==> src/sv/jsu_pkg.sv <==
`timescale 1ns / 1ps

package jsu_pkg;

  // utf-8 lead and continuation forms
  localparam logic [7:0] UTF8_CONT_MASK = 8'b0011_1111;
  localparam logic [7:0] UTF8_CONT      = 8'b1000_0000;
  localparam logic [7:0] UTF8_LEAD2     = 8'b1100_0000;
  localparam logic [7:0] UTF8_LEAD3     = 8'b1110_0000;

  // characters that matter after a backslash
  localparam logic [7:0] CH_BSLASH = 8'h5C;
  localparam logic [7:0] CH_B      = 8'h62;
  localparam logic [7:0] CH_R      = 8'h72;
  localparam logic [7:0] CH_T      = 8'h74;
  localparam logic [7:0] CH_N      = 8'h6E;
  localparam logic [7:0] CH_U      = 8'h75;

  // control bytes produced by escapes
  localparam logic [7:0] BYTE_BS = 8'h08;
  localparam logic [7:0] BYTE_CR = 8'h0D;
  localparam logic [7:0] BYTE_HT = 8'h09;
  localparam logic [7:0] BYTE_LF = 8'h0A;

  // one decoded input item, holding one to three results
  typedef struct packed {
    logic [2:0][7:0] bytes;     // bytes[0] goes out first
    logic [1:0]      cnt_m1;    // number of results minus one
    logic            has_data;  // results carry bytes
    logic            eos;       // end mark on the final result
    logic            err;       // error flag on the final result
  } jsu_entry_t;

  // hex digit check and value
  typedef struct packed {
    logic       ok;
    logic [3:0] val;
  } jsu_hex_t;

  function automatic jsu_hex_t hex_value(input logic [7:0] c);
    jsu_hex_t h;
    h.ok  = 1'b1;
    h.val = 4'd0;
    if (c >= 8'h30 && c <= 8'h39) begin
      h.val = c[3:0];
    end else if ((c >= 8'h61 && c <= 8'h66) || (c >= 8'h41 && c <= 8'h46)) begin
      h.val = c[3:0] + 4'd9;
    end else begin
      h.ok = 1'b0;
    end
    return h;
  endfunction

endpackage

==> src/sv/jsu_front.sv <==
`timescale 1ns / 1ps

module jsu_front (
  input  logic               clk,
  input  logic               rst_n,
  input  logic               in_valid,
  input  logic [7:0]         in_byte,
  input  logic               in_last_byte,
  input  logic               q_full,
  output logic               push,
  output jsu_pkg::jsu_entry_t push_entry
);

  localparam logic [2:0] PH_PLAIN = 3'd0;
  localparam logic [2:0] PH_ESC   = 3'd1;
  localparam logic [2:0] PH_HEX1  = 3'd2;
  localparam logic [2:0] PH_HEX4  = 3'd5;

  logic [2:0]  phase_r, phase_nxt;
  logic [11:0] acc_r, acc_nxt;
  logic        err_r, err_nxt;

  logic              accept;
  logic [1:0]        n;
  logic [2:0][7:0]   bytes;
  jsu_pkg::jsu_hex_t hx;
  logic [15:0]       rune;

  assign accept = in_valid && !q_full;
  assign hx     = jsu_pkg::hex_value(in_byte);
  assign rune   = {acc_r, hx.val};

  // decode one byte into up to three output bytes
  always_comb begin
    phase_nxt = phase_r;
    acc_nxt   = acc_r;
    err_nxt   = err_r;
    n         = 2'd0;
    bytes     = '0;
    if (!err_r) begin
      unique case (phase_r) inside
        PH_ESC: begin
          phase_nxt = PH_PLAIN;
          n         = 2'd1;
          unique case (in_byte)
            jsu_pkg::CH_B: bytes[0] = jsu_pkg::BYTE_BS;
            jsu_pkg::CH_R: bytes[0] = jsu_pkg::BYTE_CR;
            jsu_pkg::CH_T: bytes[0] = jsu_pkg::BYTE_HT;
            jsu_pkg::CH_N: bytes[0] = jsu_pkg::BYTE_LF;
            jsu_pkg::CH_U: begin
              phase_nxt = PH_HEX1;
              acc_nxt   = '0;
              n         = 2'd0;
            end
            default: bytes[0] = in_byte;
          endcase
        end
        [PH_HEX1:PH_HEX4]: begin
          if (!hx.ok) begin
            err_nxt   = 1'b1;
            phase_nxt = PH_PLAIN;
          end else if (phase_r == PH_HEX4) begin
            phase_nxt = PH_PLAIN;
            acc_nxt   = rune[11:0];
            if (rune[15:7] == '0) begin
              n        = 2'd1;
              bytes[0] = rune[7:0];
            end else if (rune[15:11] == '0) begin
              n        = 2'd2;
              bytes[0] = jsu_pkg::UTF8_LEAD2 | {3'b000, rune[10:6]};
              bytes[1] = jsu_pkg::UTF8_CONT | ({2'b00, rune[5:0]} & jsu_pkg::UTF8_CONT_MASK);
            end else begin
              n        = 2'd3;
              bytes[0] = jsu_pkg::UTF8_LEAD3 | {4'b0000, rune[15:12]};
              bytes[1] = jsu_pkg::UTF8_CONT | ({2'b00, rune[11:6]} & jsu_pkg::UTF8_CONT_MASK);
              bytes[2] = jsu_pkg::UTF8_CONT | ({2'b00, rune[5:0]} & jsu_pkg::UTF8_CONT_MASK);
            end
          end else begin
            acc_nxt   = rune[11:0];
            phase_nxt = phase_r + 3'd1;
          end
        end
        default: begin
          phase_nxt = PH_PLAIN;
          if (in_byte == jsu_pkg::CH_BSLASH) begin
            phase_nxt = PH_ESC;
          end else begin
            n        = 2'd1;
            bytes[0] = in_byte;
          end
        end
      endcase
    end

    // end of string: an open escape is an error, an entry is always pushed, clear state
    push_entry.bytes    = bytes;
    push_entry.has_data = (n != 2'd0);
    push_entry.cnt_m1   = (n == 2'd0) ? 2'd0 : n - 2'd1;
    push_entry.eos      = in_last_byte;
    push_entry.err      = 1'b0;
    if (in_last_byte) begin
      push_entry.err = err_nxt || (phase_nxt != PH_PLAIN);
      phase_nxt      = PH_PLAIN;
      acc_nxt        = '0;
      err_nxt        = 1'b0;
    end
  end

  assign push = accept && (push_entry.has_data || in_last_byte);

  // escape state
  always_ff @(posedge clk) begin
    if (!rst_n) begin
      phase_r <= PH_PLAIN;
      acc_r   <= '0;
      err_r   <= 1'b0;
    end else if (accept) begin
      phase_r <= phase_nxt;
      acc_r   <= acc_nxt;
      err_r   <= err_nxt;
    end
  end

endmodule

==> src/sv/jsu_queue.sv <==
`timescale 1ns / 1ps

module jsu_queue #(
  parameter int DEPTH = 4
) (
  input  logic                clk,
  input  logic                rst_n,
  input  logic                push,
  input  jsu_pkg::jsu_entry_t push_entry,
  output logic                full,
  input  logic                pop,
  output jsu_pkg::jsu_entry_t head,
  output logic                empty
);

  localparam int PW = (DEPTH > 1) ? $clog2(DEPTH) : 1;
  localparam int CW = $clog2(DEPTH + 1);
  localparam logic [PW-1:0] LAST_PTR = PW'(DEPTH - 1);
  localparam logic [CW-1:0] FULL_CNT = CW'(DEPTH);

  jsu_pkg::jsu_entry_t mem_r [DEPTH];
  logic [PW-1:0] wr_ptr_r, wr_ptr_nxt;
  logic [PW-1:0] rd_ptr_r, rd_ptr_nxt;
  logic [CW-1:0] cnt_r, cnt_nxt;

  assign full  = (cnt_r == FULL_CNT);
  assign empty = (cnt_r == '0);
  assign head  = mem_r[rd_ptr_r];

  // pointer and fill count
  always_comb begin
    wr_ptr_nxt = wr_ptr_r;
    rd_ptr_nxt = rd_ptr_r;
    cnt_nxt    = cnt_r;
    if (push) begin
      wr_ptr_nxt = (wr_ptr_r == LAST_PTR) ? '0 : wr_ptr_r + 1'b1;
    end
    if (pop) begin
      rd_ptr_nxt = (rd_ptr_r == LAST_PTR) ? '0 : rd_ptr_r + 1'b1;
    end
    if (push && !pop) begin
      cnt_nxt = cnt_r + 1'b1;
    end else if (pop && !push) begin
      cnt_nxt = cnt_r - 1'b1;
    end
  end

  always_ff @(posedge clk) begin
    if (!rst_n) begin
      wr_ptr_r <= '0;
      rd_ptr_r <= '0;
      cnt_r    <= '0;
    end else begin
      wr_ptr_r <= wr_ptr_nxt;
      rd_ptr_r <= rd_ptr_nxt;
      cnt_r    <= cnt_nxt;
    end
  end

  // entry storage
  always_ff @(posedge clk) begin
    if (push) begin
      mem_r[wr_ptr_r] <= push_entry;
    end
  end

endmodule

==> src/sv/jsu_back.sv <==
`timescale 1ns / 1ps

module jsu_back (
  input  logic                clk,
  input  logic                rst_n,
  input  jsu_pkg::jsu_entry_t head,
  input  logic                empty,
  output logic                pop,
  output logic                out_valid,
  input  logic                out_stall,
  output logic [7:0]          out_byte,
  output logic                out_byte_valid,
  output logic                out_end_of_string,
  output logic                out_decode_error
);

  logic [1:0] k_r, k_nxt;
  logic       valid_r, valid_nxt;
  logic [7:0] byte_r;
  logic       bv_r, eos_r, err_r;

  logic take, final_res;

  assign take      = (!valid_r || !out_stall) && !empty;
  assign final_res = (k_r == head.cnt_m1);
  assign pop       = take && final_res;

  // walk through the results of the head entry
  always_comb begin
    k_nxt     = k_r;
    valid_nxt = valid_r && out_stall;
    if (take) begin
      valid_nxt = 1'b1;
      k_nxt     = final_res ? 2'd0 : k_r + 2'd1;
    end
  end

  always_ff @(posedge clk) begin
    if (!rst_n) begin
      k_r     <= '0;
      valid_r <= 1'b0;
    end else begin
      k_r     <= k_nxt;
      valid_r <= valid_nxt;
    end
  end

  // output register
  always_ff @(posedge clk) begin
    if (take) begin
      byte_r <= head.has_data ? head.bytes[k_r] : 8'h00;
      bv_r   <= head.has_data;
      eos_r  <= final_res && head.eos;
      err_r  <= final_res && head.eos && head.err;
    end
  end

  assign out_valid         = valid_r;
  assign out_byte          = byte_r;
  assign out_byte_valid    = bv_r;
  assign out_end_of_string = eos_r;
  assign out_decode_error  = err_r;

endmodule

==> src/sv/json_string_unescape_utf8.sv <==
`timescale 1ns / 1ps

// channel   handshake             payload
// in        in_valid / in_stall   in_byte[7:0], in_last_byte
// out       out_valid / out_stall out_byte[7:0], out_byte_valid,
//                                 out_end_of_string, out_decode_error
//
// one input byte per cycle while in_stall is low, one result per cycle while
// out_stall is low; a u escape yields up to three results, so the output side
// (one result a cycle) sets the rate. an input byte is decoded into the queue,
// then its first result goes to the output register. reset is synchronous,
// active low, and empties the queue. in_stall rises only while the entry queue
// is full; out_stall holds the output register and the queue absorbs the difference.

module json_string_unescape_utf8 #(
  parameter int QUEUE_DEPTH = 4
) (
  input  logic       clk,
  input  logic       rst_n,
  input  logic       in_valid,
  output logic       in_stall,
  input  logic [7:0] in_byte,
  input  logic       in_last_byte,
  output logic       out_valid,
  input  logic       out_stall,
  output logic [7:0] out_byte,
  output logic       out_byte_valid,
  output logic       out_end_of_string,
  output logic       out_decode_error
);

  jsu_pkg::jsu_entry_t push_entry, head;
  logic push, pop, q_full, q_empty;

  assign in_stall = q_full;

  // escape decoder
  jsu_front u_front (
    .clk          (clk),
    .rst_n        (rst_n),
    .in_valid     (in_valid),
    .in_byte      (in_byte),
    .in_last_byte (in_last_byte),
    .q_full       (q_full),
    .push         (push),
    .push_entry   (push_entry)
  );

  // decoded entries between the two sides
  jsu_queue #(
    .DEPTH (QUEUE_DEPTH)
  ) u_queue (
    .clk        (clk),
    .rst_n      (rst_n),
    .push       (push),
    .push_entry (push_entry),
    .full       (q_full),
    .pop        (pop),
    .head       (head),
    .empty      (q_empty)
  );

  // result serializer
  jsu_back u_back (
    .clk               (clk),
    .rst_n             (rst_n),
    .head              (head),
    .empty             (q_empty),
    .pop               (pop),
    .out_valid         (out_valid),
    .out_stall         (out_stall),
    .out_byte          (out_byte),
    .out_byte_valid    (out_byte_valid),
    .out_end_of_string (out_end_of_string),
    .out_decode_error  (out_decode_error)
  );

endmodule

==> config.mk <==
export PLATFORM = sky130hd
export DESIGN_NAME = json_string_unescape_utf8
export DESIGN_NICKNAME = d
export VERILOG_FILES = /design/src/sv/jsu_pkg.sv /design/src/sv/jsu_front.sv /design/src/sv/jsu_queue.sv /design/src/sv/jsu_back.sv /design/src/sv/json_string_unescape_utf8.sv
export SDC_FILE = /design/constraint.sdc
export NUM_CORES = 1
export LEC_CHECK = 0
export BUFFER_PORTS_ARGS = -buffer_cell sky130_fd_sc_hd__buf_2
export CAP_MARGIN = 20
export CELL_PAD_IN_SITES_DETAIL_PLACEMENT = 2
export CELL_PAD_IN_SITES_GLOBAL_PLACEMENT = 2
export CORE_MARGIN = 10
export CORE_UTILIZATION = 41
export CTS_BUF_LIST = sky130_fd_sc_hd__clkbuf_16
export CTS_CLUSTER_SIZE = 14
export DETAILED_ROUTE_END_ITERATION = 8
export PLACE_DENSITY_LB_ADDON = 0.1
export SLEW_MARGIN = 10
export SYNTH_ARGS = -nofsm -noshare
export SYNTH_HDL_FRONTEND = slang
export SYNTH_HIERARCHICAL = 1
export SYNTH_SLANG_ARGS = --single-unit
export TNS_END_PERCENT = 5
==> constraint.sdc <==
create_clock -name clk -period 3 [get_ports clk]
set_input_delay 0.45 -clock clk [delete_from_list [all_inputs] [get_ports clk]]
set_output_delay 0.45 -clock clk [all_outputs]
set_load 0.01 [all_outputs]
# Word-level counts from Yosys, hierarchy flattened
# Memory sizes are Yosys's and may differ from the RTL's. A register that Yosys moved wholly into a read port is not among the register bits.
# Index checks and enable logic that the tools add are counted.
[classes]
n_addsub = 8
magnitude_cmp = 9
n_eq_ne = 15
muxes = 53
n_reduce_logical = 32
[ops]
columns = ["op", "n"]
rows = [
  ["$mux 24", 3],
  ["$eq 8x7->1 const B", 6],
  ["$mux 12", 4],
  ["$pmux 8 s5", 1],
  ["$mux 16", 2],
  ["$mux 8", 4],
  ["$pmux 12 s2", 1],
  ["$mux 2", 11],
  ["$mux 3", 6],
  ["$bmux 8 s2", 1],
  ["$ge 8x7->1 const B", 2],
  ["$le 8x7->1 const B", 2],
  ["$pmux 8 s2", 1],
  ["$mux 1", 14],
  ["$mux 14", 1],
  ["$logic_and 1x1->1", 13],
  ["$logic_not 9->1", 1],
  ["$ge 8x6->1 const B", 1],
  ["$le 8x6->1 const B", 1],
  ["$mux 4", 2],
  ["$add 2x1->2 const B", 3],
  ["$add 3x1->3 const B", 2],
  ["$eq 3x3->1 const B", 2],
  ["$logic_not 1->1", 6],
  ["21 further kinds", 27],
]
[word_totals]
reg_bits = 37
mem_bits_rw = 116
elab_cells = 130
memories = 1
[mem_list]
columns = ["memory", "depth", "width", "rd", "rd_clocked_by_memory_dff", "write_ports", "line_no", "text"]
rows = [
  ["u_queue.mem_r", 4, 29, 1, 1, 1, "jsu_queue.sv:21", "jsu_pkg::jsu_entry_t mem_r [DEPTH];"],
]

# Depth between registers and ports, before layout
[depth]
depth_word = 15
depth_mapped = 13

# Cells and area by module
# The synthesis kept the hierarchy.
[by_module_without_submodules]
columns = ["mod", "instances", "cells_per_inst", "area_each_um2"]
rows = [
  ["jsu_queue", 1, 195, 4650.7],
  ["jsu_front", 1, 234, 1737.9],
  ["jsu_back", 1, 71, 794.5],
]

# Worst setup path before layout
# No wires, ideal clock.
[synth_path]
path_kind = "in2reg"
start = "input in_byte[0]"
end = "register u_queue.cnt_r[2]"
setup_ns = 0.076
arrival_ns = 3.070
setup_slack_ns = -0.146
cell_stages = 13
path_buffers = 0
cell_sequence = "inv_1 ha_1 o21bai_1 a21boi_2 o211ai_1 a21bo_2 o21a_1 ha_1 inv_1 fa_1 xor2_1 or3_1 a21boi_0"
[synth_rtl]
columns = ["element", "line_no", "text"]
rows = [
  ["start: declaration", "json_string_unescape_utf8.sv:22", "input logic [7:0] in_byte,"],
  ["end signal: assignment", "jsu_queue.sv:56", "cnt_r <= cnt_nxt;"],
  ["end: declaration", "jsu_queue.sv:24", "logic [CW-1:0] cnt_r, cnt_nxt;"],
]

==> flow_summary.yaml <==
power_and_ir_drop:
  pwr-share-comb_pct: 26.0
  intPower_mw: 4.66
  peakVddDrop_mv: 0.427
  p_per_area_nw_per_um2: 778
  power_frac_clock_pct: 31.3
  p_sw_mw: 1.85
  switching_share_pct: 28.4
  p_leak_nw: 2.92
  seq_power_share_pct: 42.8
detailed_routing:
  wl_per_cell_um: 23.5
  drc: 0
  drt_pass1_iterations: 6
  ant_nets: 0
  wl_mm: 18.8
  viasPerCell: 5.54
  drt_iter0_drc: 218
  vias: 4440
grt:
  grt_pass1_wl_mm: 30.3
  grtUsageMet2_pct: 28.3
  grt_start_max_net_pins: 30
  grt-ovfl-total: 0
  grt_usage_pct: 16.6
  top_usage_layer: "met2"
  grt_pass1_vias: 5087
  grt_util_met1_pct: 20.7
  antenna_found_initial: 0
  use_met3_pct: 3.25
sta:
  finalSetupViolations: 0
  hold_viol: 0
  drv_slew: 0
  tightest_slew_ns: 0.777
  skew_ns: 0.00956
  hold-worst-slack_ns: 0.301
  slew_headroom_pct: 47.8
  final.min_clock_period_ns: 2.87
  fmax_mhz: 349
  min_period_over_period_pct: 95.6
clock_tree:
  root_buffer: "clkbuf_16"
  holdBufCountCts: 0
  path_clk_slew_ns: 0.06
  htreeDepth: 4
  clk_latency_ns: 0.42
  cts.sinks: 155
  numCtsBuffers: 17
  clockBufferDepth: 2
  cts_tree: "built"
synthesis:
  ys_warn_count: 6
  avgSynthCellArea_um2: 14.4
  ys_ff_latch: 155
  async_flop_share_pct: 0
  synthesis.area_um2: 7180
  synth-edff-count: 127
  ys_types: 79
  syn_inst: 500
  seq_area_frac_synth_pct: 60.9
  synth_ff_type: "edfxtp_1"
run_status:
  status: "finished, final reports clean"
die:
  start_util_pct: 41.7
  die_h_um: 152
  core_area_um2: 17200
  die_width_um: 152
  pin_count: 26
  die_area_um2: 23200
  rows: 48
placed_design:
  hpwl_mm: 13.5
  place_area_um2: 7800
  portBuffers: 25
  gp_congestion: 0.831
  dp.cells: 770
finish:
  final_cell_area_um2: 8370
  final_util_pct: 48.6
  regArea_um2: 4380
  final_common_cell: "edfxtp_1"
  fillCellCount: 1622
  fin_nets: 588
  areaGrowthSynthToFinish_pct: 16.6
  mostFrequentLayoutCells: "127 x edfxtp_1, 54 x nand2_1, 38 x buf_4"
  fin_cells: 802
  multi_input_area_um2: 2600
  antenna_cells: 0
  drive_gt1_share_pct: 27.6
critical_path:
  cp_data_arrival_time_ns: 3.21
  cp.required_ns: 3.34
  start_kind: "flop"
  critical_path.max_fanout: 4
  rr_worst_depth: 11
  crit_path_end_kind: "flop"
  crit_type: "flop to flop"
min_path:
  whs_path_depth: 3
  hold_class: "input port to flop"
run:
  cap_violations: 0
==> final cells by class <==
type	instances	area share, %
Tap cell	225	3.36
Inverter	17	0.762
Sequential cell	155	52.3
Multi-Input combinational cell	306	31.1
Clock buffer	17	5.08
Clock inverter	15	1.61
Timing Repair Buffer	67	5.86
==> logic make-up (layout without fill, tap and decap cells) <==
kind of cell | after synthesis | in the layout | synth area share [%]
simple gates | 156 | 156 | 11.8
other cells | 1 | 2 | 0.0522
buf+inv | 40 | 116 | 3.45
mux | 55 | 55 | 12.8
xor+xnor | 8 | 8 | 0.975
compound gates | 74 | 74 | 8.05
fa+ha+maj | 11 | 11 | 2.02
flops | 155 | 155 | 60.9
==> sequential cells by signal, summed over array words and instances, names as in the netlist, named ones only <==
register                  count
u_front/err_r                 1
u_queue/wr_ptr_r              2
u_back/k_r                    2
u_back/out_end_of_string      1
u_front/acc_r                12
u_front/phase_r               3
u_queue/rd_ptr_r              2
u_back/out_decode_error       1
u_queue/cnt_r                 3
u_back/out_byte_valid         1
u_queue/mem_r               116
u_back/out_valid              1
u_back/out_byte               8
==> per-stage QoR <==
stage	setup WS [ns]	total power, mW	setup TNS [ns]
6_report	0.131	6.51	0
3_3_place_gp	-0.0276	4.44	-0.0276
3_5_place_dp	-0.187	4.54	-0.214
2_1_floorplan	-0.0406	4.01	-3.56
5_1_grt	-0.0225	6.86	-0.0225
4_1_cts	0.0136	6.61	0
==> Yosys cell counts, types with 4 or more instances <==
master	n	area, um2
a21boi_0	5	37.5
a21boi_2	6	67.6
a21oi_1	10	50.1
and2_1	11	68.8
buf_4	4	30.0
clkbuf_1	8	30.0
dfxtp_1	28	561
edfxtp_1	127	3810
ha_1	10	125
inv_1	16	60.1
mux2i_1	25	250
mux4_2	28	631
nand2_1	54	203
nor2_1	27	101
nor2b_1	11	68.8
nor3_1	7	35.0
nor3b_1	4	30.0
o21a_1	4	30.0
o21ai_0	10	50.1
or2_1	5	31.3
xnor2_1	4	35.0
xor2_1	4	35.0
==> path summary, 6_finish.rpt <==
path	startpoint	slack [ns]	end
worst min register to register	u_front/acc_r[11]	0.49	u_front/acc_r[11]
worst min-delay path	out_stall	0.30	u_back/out_valid
worst max-delay path	flop	0.13	u_queue/cnt_r[2]
worst max register to register	flop	0.13	u_queue/cnt_r[2]
==> per-layer routing <==
| metal | vias to the layer above | wire length [um] |
|---|---|---|
| li1 | 2036 | - |
| met1 | 2307 | 8260 |
| met2 | 71 | 9580 |
| met3 | 26 | 609 |
| met4 | 0 | 379 |
| met5 | - | 0 |
==> what timing repair did <==
action / in CTS / in global routing
endpoints found under the setup margin: 0 / 1
setup buffers: 0 / 0
resized for setup: 0 / 2
==> critical path, stage by stage, from the launching register on <==
cell and delay (ns):
dfxtp_2 0.40, mux4_2 0.59, xor2_2 0.20, nor2_1 0.11, and2_1 0.21, inv_2 0.12, ha_4 0.14, inv_1 0.05
fa_2 0.34, xor2_1 0.16, or3_1 0.32, a21boi_1 0.17
==> power by group through the flow <==
stage | clock network (mW) | registers (mW) | logic [mW]
5_1_grt | 2.18 | 2.82 | 1.86
4_1_cts | 2.09 | 2.79 | 1.73
2_1_floorplan | 0 | 2.83 | 1.18
3_5_place_dp | 0 | 2.83 | 1.71
6_report | 2.04 | 2.79 | 1.69
3_3_place_gp | 0 | 2.80 | 1.64
(Power assumes the default switching activity.)
